==> src/rtl/apu_pkg.sv <==
`default_nettype none

package apu_pkg;

    localparam logic [2:0] CFG_FIRST_DECAY  = 3'd0;
    localparam logic [2:0] CFG_SECOND_DECAY = 3'd1;
    localparam logic [2:0] CFG_LEARN_RATE   = 3'd2;
    localparam logic [2:0] CFG_WEIGHT_DECAY = 3'd3;
    localparam logic [2:0] CFG_EPSILON      = 3'd4;

    localparam logic [31:0] ONE_Q31  = 32'h8000_0000;
    localparam logic [31:0] ONE_Q16  = 32'h0001_0000;
    localparam logic [40:0] ADAM_CAP = 41'h100_0000_0000;

    typedef struct packed {
        logic        start;
        logic        op_sqrt;
        logic [63:0] value;
        logic [32:0] divisor;
    } t_iter_cmd;

    typedef struct packed {
        logic        done;
        logic [63:0] result;
    } t_iter_rsp;

    typedef struct packed {
        logic [35:0] rem;
        logic [63:0] num;
        logic [63:0] res;
    } t_itst;

endpackage

`default_nettype wire

==> src/rtl/apu_iter.sv <==
`default_nettype none

module apu_iter
    import apu_pkg::*;
(
    input  wire logic      i_clk,
    input  wire logic      i_rst_n,
    input  wire t_iter_cmd i_cmd,
    output t_iter_rsp      o_rsp
);

    logic        r_busy;
    logic        r_done;
    logic [4:0]  r_cnt;
    logic        r_op_sqrt;
    logic [32:0] r_div;
    t_itst       r_st;
    t_itst       w_next;

    function automatic t_itst iter_one(t_itst s, logic sq, logic [32:0] d);
        t_itst       o;
        logic [35:0] trial;
        o = s;
        if (sq) begin
            o.rem = {s.rem[33:0], s.num[63:62]};
            o.num = {s.num[61:0], 2'b00};
            trial = {s.res[33:0], 2'b01};
        end else begin
            o.rem = {s.rem[34:0], s.num[63]};
            o.num = {s.num[62:0], 1'b0};
            trial = {3'b000, d};
        end
        if (o.rem >= trial) begin
            o.rem = o.rem - trial;
            o.res = {s.res[62:0], 1'b1};
        end else begin
            o.res = {s.res[62:0], 1'b0};
        end
        return o;
    endfunction

    assign w_next = iter_one(iter_one(r_st, r_op_sqrt, r_div), r_op_sqrt, r_div);

    always_ff @(posedge i_clk) begin
        if (!i_rst_n) begin
            r_busy <= 1'b0;
            r_done <= 1'b0;
            r_cnt  <= 5'd0;
        end else begin
            r_done <= 1'b0;
            if (i_cmd.start) begin
                r_busy <= 1'b1;
                r_cnt  <= i_cmd.op_sqrt ? 5'd15 : 5'd31;
            end else if (r_busy) begin
                r_cnt <= r_cnt - 5'd1;
                if (r_cnt == 5'd0) begin
                    r_busy <= 1'b0;
                    r_done <= 1'b1;
                end
            end
        end
    end

    always_ff @(posedge i_clk) begin
        if (i_cmd.start) begin
            r_op_sqrt <= i_cmd.op_sqrt;
            r_div     <= i_cmd.divisor;
            r_st.rem  <= 36'd0;
            r_st.num  <= i_cmd.value;
            r_st.res  <= 64'd0;
        end else if (r_busy) begin
            r_st <= w_next;
        end
    end

    assign o_rsp.done   = r_done;
    assign o_rsp.result = r_st.res;

endmodule

`default_nettype wire

==> config.mk <==
export PLATFORM = sky130hd
export DESIGN_NAME = apu_iter
export DESIGN_NICKNAME = d
export VERILOG_FILES = /design/src/rtl/apu_pkg.sv /design/src/rtl/apu_iter.sv
export SDC_FILE = /design/constraint.sdc
export NUM_CORES = 1
export LEC_CHECK = 0
export ABC_AREA = 1
export ABC_CLOCK_PERIOD_IN_PS = 7400
export BUFFER_PORTS_ARGS = -buffer_cell sky130_fd_sc_hd__buf_2
export CORE_MARGIN = 2
export CORE_UTILIZATION = 39
export DETAILED_ROUTE_END_ITERATION = 7
export PLACE_DENSITY = 0.66
export SLEW_MARGIN = 20
export SYNTH_ARGS = -nofsm -noshare
export SYNTH_HDL_FRONTEND = slang
export SYNTH_SLANG_ARGS = --single-unit
==> constraint.sdc <==
create_clock -name i_clk -period 7.4 [get_ports i_clk]
set_input_delay 0.74 -clock i_clk [delete_from_list [all_inputs] [get_ports i_clk]]
set_output_delay 0.74 -clock i_clk [all_outputs]
set_load 0.01 [all_outputs]
### Yosys cells after proc, flatten, opt, wreduce, memory -nomap -nowiden

Cells that the tools add are included.

* RAM bits: 0
* bits in latches: 0
* bits in read-only memories: 0
* input port bits: 101
* memories kept: 0
* logic and storage cells: 35
* output and inout port bits: 65
* register bits after elaboration: 204

* multipliers: 0
* order comparisons: 2
* bitwise logic cells: 2
* reduce and logical (&&, ||, !) cells: 3
* add/subtract/negate cells: 3
* div/mod/pow operators: 0
* mux-type cells: 17
* eq/ne operators: 0
* shift-type cells: 0

Operator list (count)
* 128-bit 2-to-1 mux: 2
* 100-bit 2-to-1 mux: 2
* 36-bit greater-or-equal comparator: 2
* 36-bit 2-to-1 mux: 2
* 35-bit 2-to-1 mux: 2
* 35-bit subtractor: 2
* 5-bit 2-to-1 mux: 3
* 1-bit 2-to-1 mux: 6
* 5-bit logical NOT: 1
* 5-bit by 1-bit subtractor with 5-bit output (second input constant): 1
* 3-bit OR reduction: 1
* 1-bit NOT: 2
* 2-bit nonzero test: 1

### Longest topological paths before layout

Gate-level depths: netlist (run 1).

* depth in word-level cells: 8
* gate-level depth with buffers: 44
* depth with buffers taken out: 38

### Least setup slack after synthesis (run 1)

No wires, ideal clock.

* path type: flip-flop to flip-flop
* start point: reg r_op_sqrt
* end point: reg r_st[145] (netlist name)
* period minus slack after synthesis: 6000 ps
* path slack: 1400 ps
* required time: 7331 ps
* data arrival time: 5932 ps
* cell stages (with the launch flop): 42
* path buffers: 7
* library setup time: 69 ps
* cell sequence: edfxtp_1 buf_2 buf_2 buf_1 clkbuf_1 clkbuf_1 buf_1 nand2_1 inv_1 a21oi_1 ha_1 nand2_2 inv_2 a21oi_2 nand2_1 nand2_1 nand2_1 nand2_1 (+6 left out) o21ai_0 inv_1 ha_1 nand2_1 nor4_1 nand2_1 nand2_1 a21oi_1 o21ai_0 nand3_1 nand2_4 nand2_2 nand2_2 inv_2 or2_1 nand3_1 nand2_1 o21ai_1

* cells in the longest elaborated chain, start to end: 6
* elaborated cells between the ends (all ways): 11
* those cells by class: add/sub (2); order compare (2); mux (7)

RTL lines
* from (decl): line apu_iter.sv:15 `logic r_op_sqrt;`
* from (signal assigned): line apu_iter.sv:66 `r_op_sqrt <= i_cmd.op_sqrt;`
* 100-bit 2-to-1 mux / 36-bit 2-to-1 mux (equally long branches): line apu_iter.sv:24 `if (sq) begin`
* 35-bit subtractor / 36-bit greater-or-equal comparator (equally long branches): line apu_iter.sv:34, apu_iter.sv:33
* 35-bit 2-to-1 mux / 1-bit 2-to-1 mux (equally long branches): line apu_iter.sv:33 `if (o.rem >= trial) begin`
* 100-bit 2-to-1 mux / 36-bit 2-to-1 mux (equally long branches): line apu_iter.sv:24
* 35-bit subtractor / 36-bit greater-or-equal comparator (equally long branches): line apu_iter.sv:34, apu_iter.sv:33
* 35-bit 2-to-1 mux (*): line apu_iter.sv:33
* to (signal assigned): line apu_iter.sv:72 `r_st <= w_next;`
* to (decl): line apu_iter.sv:17 `t_itst r_st;`

Mark *: on every way between the ends. The rest lies on a longest branch, timed or not.
A chain may end at the register's enable or synchronous reset.

### Worst setup path in the final report (run 1)

* start point: reg r_op_sqrt
* end point: reg r_st[149] (netlist name)

Same word-level chain as after synthesis.

==> key figures, run 1 <==
STA
  • Final Hold Violating Endpoints: 0
  • Final Setup Violations: 0
  • Clock period minus worst slack: 6.502 ns
  • Max Freq: 0.1538 GHz
  • Final worst clock skew: 0.01942 ns
  • Max-slew violation count: 0
  • Setup TNS: 0 ns
  • RSZ-0062 raised after global routing: false
  • Fin crit share: 87.87%
  • Rel. slew slack: 36.53%
  • Tightest Pin Transition: 0.9520 ns

Global routing
  • Largest net degree at the start of global routing: 185
  • Vias in the first global route: 13305
  • Global route overflow: 0
  • Initial antenna violation count: 1
  • GRT Total Usage: 22.97%
  • First-pass GRT wire length: 71620 um

Clock network
  • Resize count post-CTS: 0
  • H-tree depth: 1
  • # Post-CTS Setup Buffers: 0
  • Number of CTS-inserted buffers: 25
  • # hold bufs at CTS: 0
  • Worst skew pair latency: 0.56 ns
  • CTS tree: built
  • Clk sinks: 204
  • Longest Clk Path Bufs: 3
  • Clock transition at path regs: 0.07 ns
  • CTS root buffer: clkbuf_16

Critical path
  • CP Class: reg -> reg
  • Startpoint types: flop
  • Crit-path most repeated cell: nand2_1
  • CP Data Required Time: 7.81 ns
  • Setup crit end kind: flop
  • CP Capture Point: r_st[149]
  • Top Family by Delay on Critical Path: compound AO/OA/AOI/OAI gates
  • Crit path buf inv count: 5
  • CP Max Fanout: 55
  • Worst Setup SP: r_op_sqrt
  • Worst endpoint data arrival time: 6.91 ns
  • Worst R2R End: r_st[149]
  • Cell count along the critical path: 34
  • Crit-path max cell delay: 0.46 ns
  • Flop2flop setup slack: 0.90 ns
  • CP max stage cell: edfxtp_1
  • RR Startpoint: r_op_sqrt
  • R2R depth: 34

Place
  • Placed cell area: 15520 um^2
  • IO Port Bufs: 165
  • Placer Congestion: 1.013
  • Post-DP HPWL: 35570 um
  • Dpl cells: 2635

Floorplan
  • Die area: 39390 um^2
  • Starting Density: 39.34%
  • # IOs: 166
  • Die X: 198.5 um
  • DIE HEIGHT: 198.5 um
  • Core area: 37490 um^2
  • Row count: 71

Logic synthesis
  • Synth unique cells: 55
  • Sequential-to-total area share from yosys stat: 34.34%
  • Post-Syn Area: 14750 um^2
  • Synth top area cells: edfxtp_1 20%, dfxtp_1 14%, nand2_1 12%
  • Yosys reg bits: 204
  • Syn nets: 2275
  • Top cell type's share of synthesized area: 19.95%
  • Cell taking the most area after synthesis: edfxtp_1
  • Count leader, synth: nand2_1
  • Post-Synthesis Cells: 2098
  • Post-synth EDFFs: 98
  • Ys async rst share: 0%
  • Syn_area_per_cell: 7.030 um^2
  • Synth warnings: 0
  • Most frequent cells after synthesis: 479 x nand2_1, 264 x inv_1, 241 x o21ai_0, 150 x a21oi_1, 145 x nor2_1
  • Top_reg_cell synth: dfxtp_1

Pwr
  • Total Power: 6.839 mW
  • Pwr dens: 416.4 nW/um^2
  • Pleak: 7.514 nW
  • VDD IR max: 0.0001889 V

Finish
  • Share of post-route cells with drive strength above 1: 13.78%
  • Fin nets: 2328
  • Area Growth Syn to Fin: 11.35%
  • Final core utilization: 43.81%
  • Post-route cell area: 16420 um^2
  • # diodes: 0
  • Fin cells: 2681
  • Fillers: 3968

Routing
  • Drt first pass iters: 8
  • DR WL/cell: 17.24 um
  • Vias: 14003
  • # DRC: 0
  • Post-DR vias/cell: 5.223
  • ANT nets after route: 0
  • Iter 0 DRT Violations: 1071
  • Routed WL: 46230 um

Hold path
  • Worst hold path class: in -> reg

Outcome
  • Run status: completed

Job
  • Max-cap violations: 0
cell type report:
cell class	instances	area, um^2	share of cell area, %
clock buffers	35	810.8	4.937
clock inverters	11	88.84	0.5409
inverters	272	1027	6.255
multi-input cells	1470	7829	47.67
flip-flops and latches	204	5065	30.84
well taps	511	639.4	3.893
repair buffers	178	963.4	5.866
cell families (layout without fill, tap and decap cells):
| group | count (synthesis) | in the layout | share of synthesized area (%) |
|---|---|---|---|
| flip-flops | 204 | 204 | 34.34 |
| AO/OA/AOI/OAI | 536 | 536 | 19.94 |
| XOR/XNOR | 43 | 43 | 2.553 |
| multiplexers | 5 | 5 | 0.3393 |
| adder cells (fa/ha/maj) | 76 | 76 | 6.549 |
| AND/OR/NAND/NOR | 810 | 810 | 23.63 |
| buffers and inverters | 424 | 496 | 12.65 |
registers in the layout, summed over array words and instances (netlist names):
signal / count
r_busy: 1
r_cnt: 5
r_done: 1
o_rsp: 64
r_div: 33
r_op_sqrt: 1
r_st: 99
per-layer routing:
metal	vias up	part of all wire [%]	global-route usage, %
met2	380	48	39.39
met1	6508	44	30.16
met4	0	2.9	6.661
li1	7040	-	-
met3	75	5.5	3.086
met5	-	0	0
layout by cell type (no fill, tap or decap), types with 4 or more instances in the layout:
master	netlist	layout
a21oi_1	150	150
a21oi_2	5	5
a31oi_1	14	14
buf_2	9	164
buf_4	66	11
clkbuf_16	0	31
clkinv_2	0	5
dfxtp_1	106	106
edfxtp_1	98	98
ha_1	74	74
inv_1	264	263
inv_2	6	4
mux2i_1	5	5
nand2_1	479	479
nand2_2	18	18
nand3_1	94	94
nand3_2	12	12
nand3b_1	5	5
nand4_1	14	14
nor2_1	145	143
nor2_2	9	10
nor2_4	4	5
nor3_1	9	9
o211ai_1	4	4
o211ai_2	5	5
o21ai_0	241	241
o21ai_1	20	20
o22ai_1	72	72
or2_2	7	7
xnor2_1	20	20
xor2_1	23	23
worst min-delay path by stage:
stage | startpoint | endpoint | slack (ns) | cells past startpoint
floorplan | r_cnt[0] | r_cnt[0] | 0.42 | 1
global placement | r_cnt[0] | r_cnt[0] | 0.44 | 1
detailed placement | r_st[161] | r_st[161] | 0.44 | 2
CTS | i_cmd[9] | r_div[9] | 0.33 | 1
global route | i_cmd[9] | r_div[9] | 0.34 | 1
finish | i_cmd[9] | r_div[9] | 0.35 | 1
per-stage QoR:
| step | worst slack [ns] | hold slack [ns] |
|---|---|---|
| after global placement | 1.005 | 0.4407 |
| after floorplan | 1.400 | 0.4217 |
| after CTS | 1.001 | 0.3326 |
| after global routing | 0.3574 | 0.3366 |
| after detailed placement | 1.018 | 0.4444 |
| final | 0.8979 | 0.3478 |
report_power, final:
group          internal, mW  switching (mW)  total (mW)
Clock                 0.778           0.538        1.32
Sequential             1.31          0.0674        1.37
Combinational          1.36            2.79        4.15
No activity file was read; power rests on OpenSTA's default activity.
==> inputs of run 2 (changes only) <==
- ABC_CLOCK_PERIOD_IN_PS: 7400 -> 7100
- clock period: 7.4 -> 7.1 ns (I/O delays scaled with it)
==> run 2 against run 1 <==
  * Fmax is 0.30% lower
  * Non-clock buffer count is 7 higher
  * Clock power hardly changed
  * Power is 4.9% higher
  * Critical endpoint is now r_st[132]
  * Critical path type unchanged
==> key figures, run 2 (synthesis gave the netlist of run 1 again) <==
STA
  • Max Freq: 0.1533 GHz (-0.30%)
  • Final Setup Violations: 0 (unchanged)
  • Setup TNS: 0 ns (unchanged)
  • Rel. slew slack: 36.59% (+0.057 points)
  • Max-slew violation count: 0 (unchanged)
  • Final Hold Violating Endpoints: 0 (unchanged)
  • RSZ-0062 raised after global routing: false
  • Tightest Pin Transition: 0.9512 ns (-0.0008548 ns)
  • Final worst clock skew: 0.02203 ns (+0.002612 ns)
  • Clock period minus worst slack: 6.522 ns (+0.01951 ns)
  • Fin crit share: 91.85% (+4.0 points)

Finish
  • Fillers: 3961 (-0.18%)
  • Register area: 5065 um^2 (unchanged)
  • Most frequent cells in the layout: 479 x nand2_1, 262 x inv_1, 241 x o21ai_0
  • Max reg flops: 99 (unchanged)
  • Commonest non-fill, non-tap cell in the layout: nand2_1
  • Post-route cell area: 16440 um^2 (about the same)
  • # diodes: 0 (unchanged)
  • Most flops, register: r_st
  • Multi-input gate area: 7829 um^2 (unchanged)
  • Area Growth Syn to Fin: 11.45% (about the same)
  • Fin cells: 2689 (+0.30%)
  • Fin nets: 2336 (+0.34%)
  • Share of post-route cells with drive strength above 1: 14.14% (+0.36 points)

Clock network
  • CTS root buffer: clkbuf_16
  • # hold bufs at CTS: 0 (unchanged)
  • Clk sinks: 204 (unchanged)
  • Longest Clk Path Bufs: 3 (unchanged)
  • Number of CTS-inserted buffers: 25 (unchanged)
  • H-tree depth: 1 (unchanged)
  • # Post-CTS Setup Buffers: 0 (unchanged)
  • CTS tree: built
  • Worst skew pair latency: 0.56 ns (about the same)
  • Clock transition at path regs: 0.07 ns (about the same)

Routing
  • Post-DR vias/cell: 5.262 (+0.74%)
  • # DRC: 0 (unchanged)
  • ANT nets after route: 0 (unchanged)
  • Iter 0 DRT Violations: 1089 (+1.7%)
  • Drt first pass iters: 5 (-3)
  • DR WL/cell: 17.44 um (+1.1%)
  • Routed WL: 46890 um (+1.4%)
  • Vias: 14149 (+1.0%)

Floorplan
  • # IOs: 166 (unchanged)
  • Die X: 198.5 um (unchanged)
  • Core area: 37490 um^2 (unchanged)
  • DIE HEIGHT: 198.5 um (unchanged)
  • Starting Density: 39.34% (unchanged)
  • Row count: 71 (unchanged)
  • Die area: 39390 um^2 (unchanged)

Global routing
  • Global route overflow: 0 (unchanged)
  • Vias in the first global route: 13758 (+3.4%)
  • Largest net degree at the start of global routing: 93 (-50%)
  • GRT Total Usage: 23.55% (+0.57 points)
  • Initial antenna violation count: 0 (-1)
  • First-pass GRT wire length: 73070 um (+2.0%)

Critical path
  • CP max stage cell: edfxtp_1
  • CP Data Required Time: 7.57 ns (-0.24 ns)
  • Startpoint types: flop
  • Crit-path max cell delay: 0.48 ns (+0.02 ns)
  • CP Max Fanout: 90 (+64%)
  • CP Class: reg -> reg
  • Flop2flop setup slack: 0.58 ns (-0.32 ns)
  • Worst endpoint data arrival time: 6.99 ns (+0.08 ns)
  • Setup crit end kind: flop
  • Crit-path most repeated cell: o21ai_0

Pwr
  • VDD IR max: 0.0001693 V (-10%)
  • Switching power: 3.606 mW (+6.3%)
  • Power share of the combinational group: 61.3% (+0.6 points)
  • Pleak: 7.529 nW (+0.20%)
  • Clock power frac: 18.8% (-0.4 points)
  • Seq pwr share: 19.9% (-0.2 points)
  • Pwr dens: 436.5 nW/um^2 (+4.8%)
  • P_int: 3.570 mW (+3.6%)
  • Switching Fraction: 50.25% (+0.64 points)

Place
  • Post-DP HPWL: 35890 um (+0.90%)
  • Placer Congestion: 0.9849 (-2.8%)
  • Dpl cells: 2642 (+0.27%)
  • Placed cell area: 15550 um^2 (+0.18%)
  • IO Port Bufs: 165 (unchanged)

Hold path
  • Worst hold path class: in -> reg

Outcome
  • Run status: completed

Job
  • Max-cap violations: 0 (unchanged)
## run 2: changes by cell type in the layout (fill, tap and decap cells not counted), sizes merged
cell      delta
buf          +7
clkbuf       +2
clkinv       +2
clkinvlp     +1
inv          -4
## run 2: path summary, 6_finish.rpt
kind,from,to,depth (start not counted)
setup / recovery,r_op_sqrt,r_st[132],32
hold / removal,i_cmd[7],r_div[7],1
setup reg to reg,r_op_sqrt,r_st[132],32
hold reg to reg,r_cnt[0],r_cnt[0],1
## run 2: critical path, delay by kind of cell (launching register included)
family                     cells  cell delay, ns
DFF                            1            0.48
xor gates and xnor gates       1            0.23
adders and majority gates      2            0.75
and+or+nand+nor                8            1.10
buffers and inverters          6            1.16
AOI/OAI and AO/OA             15            2.62
## run 2: metrics by stage
| step | utilization [%] | total power [mW] | hold WS (ns) | setup slack [ns] |
|---|---|---|---|---|
| 2_1_floorplan | - | 4.613 | 0.4217 | 1.100 |
| 3_3_place_gp | 41.48 | 5.755 | 0.4371 | 0.7259 |
| 3_5_place_dp | 41.48 | 5.754 | 0.4434 | 0.6279 |
| 4_1_cts | 43.81 | 7.117 | 0.3035 | 0.5881 |
| 5_1_grt | 43.85 | 7.755 | 0.3082 | 0.02381 |
| 6_report | 43.85 | 7.176 | 0.3145 | 0.5784 |
## run 2: power by group through the flow
stage          Sequential, mW  Clock (mW)  Combinational [mW]
4_1_cts                  1.43        1.37                4.32
2_1_floorplan            1.43           0                3.19
3_5_place_dp             1.45           0                4.30
3_3_place_gp             1.45           0                4.31
6_report                 1.43        1.35                4.40
5_1_grt                  1.44        1.41                4.91
## run 2: area by class of cell
type                            count  area share, %
Clock buffer                       37          4.894
Clock inverter                      9         0.4262
Inverter                          272          6.272
Multi-Input combinational cell   1470          47.63
Sequential cell                   204          30.81
Tap cell                          511          3.889
Timing Repair Buffer              185          6.051
Timing Repair inverter              1        0.03045
## run 2: what timing repair did
item | 4_1_cts | 5_1_grt
hold endpoints to repair | 0 | 0
gates resized for setup | 0 | 2
setup endpoints to repair | 0 | 9
## run 2: layer usage
layer / wire [um] / vias to the layer above / global-route usage [%]
met5: 0 / - / 0
met4: 1656 / 0 / 8.375
met3: 2591 / 83 / 3.781
met2: 22090 / 414 / 40.04
met1: 20560 / 6593 / 30.22
li1: - / 7059 / -
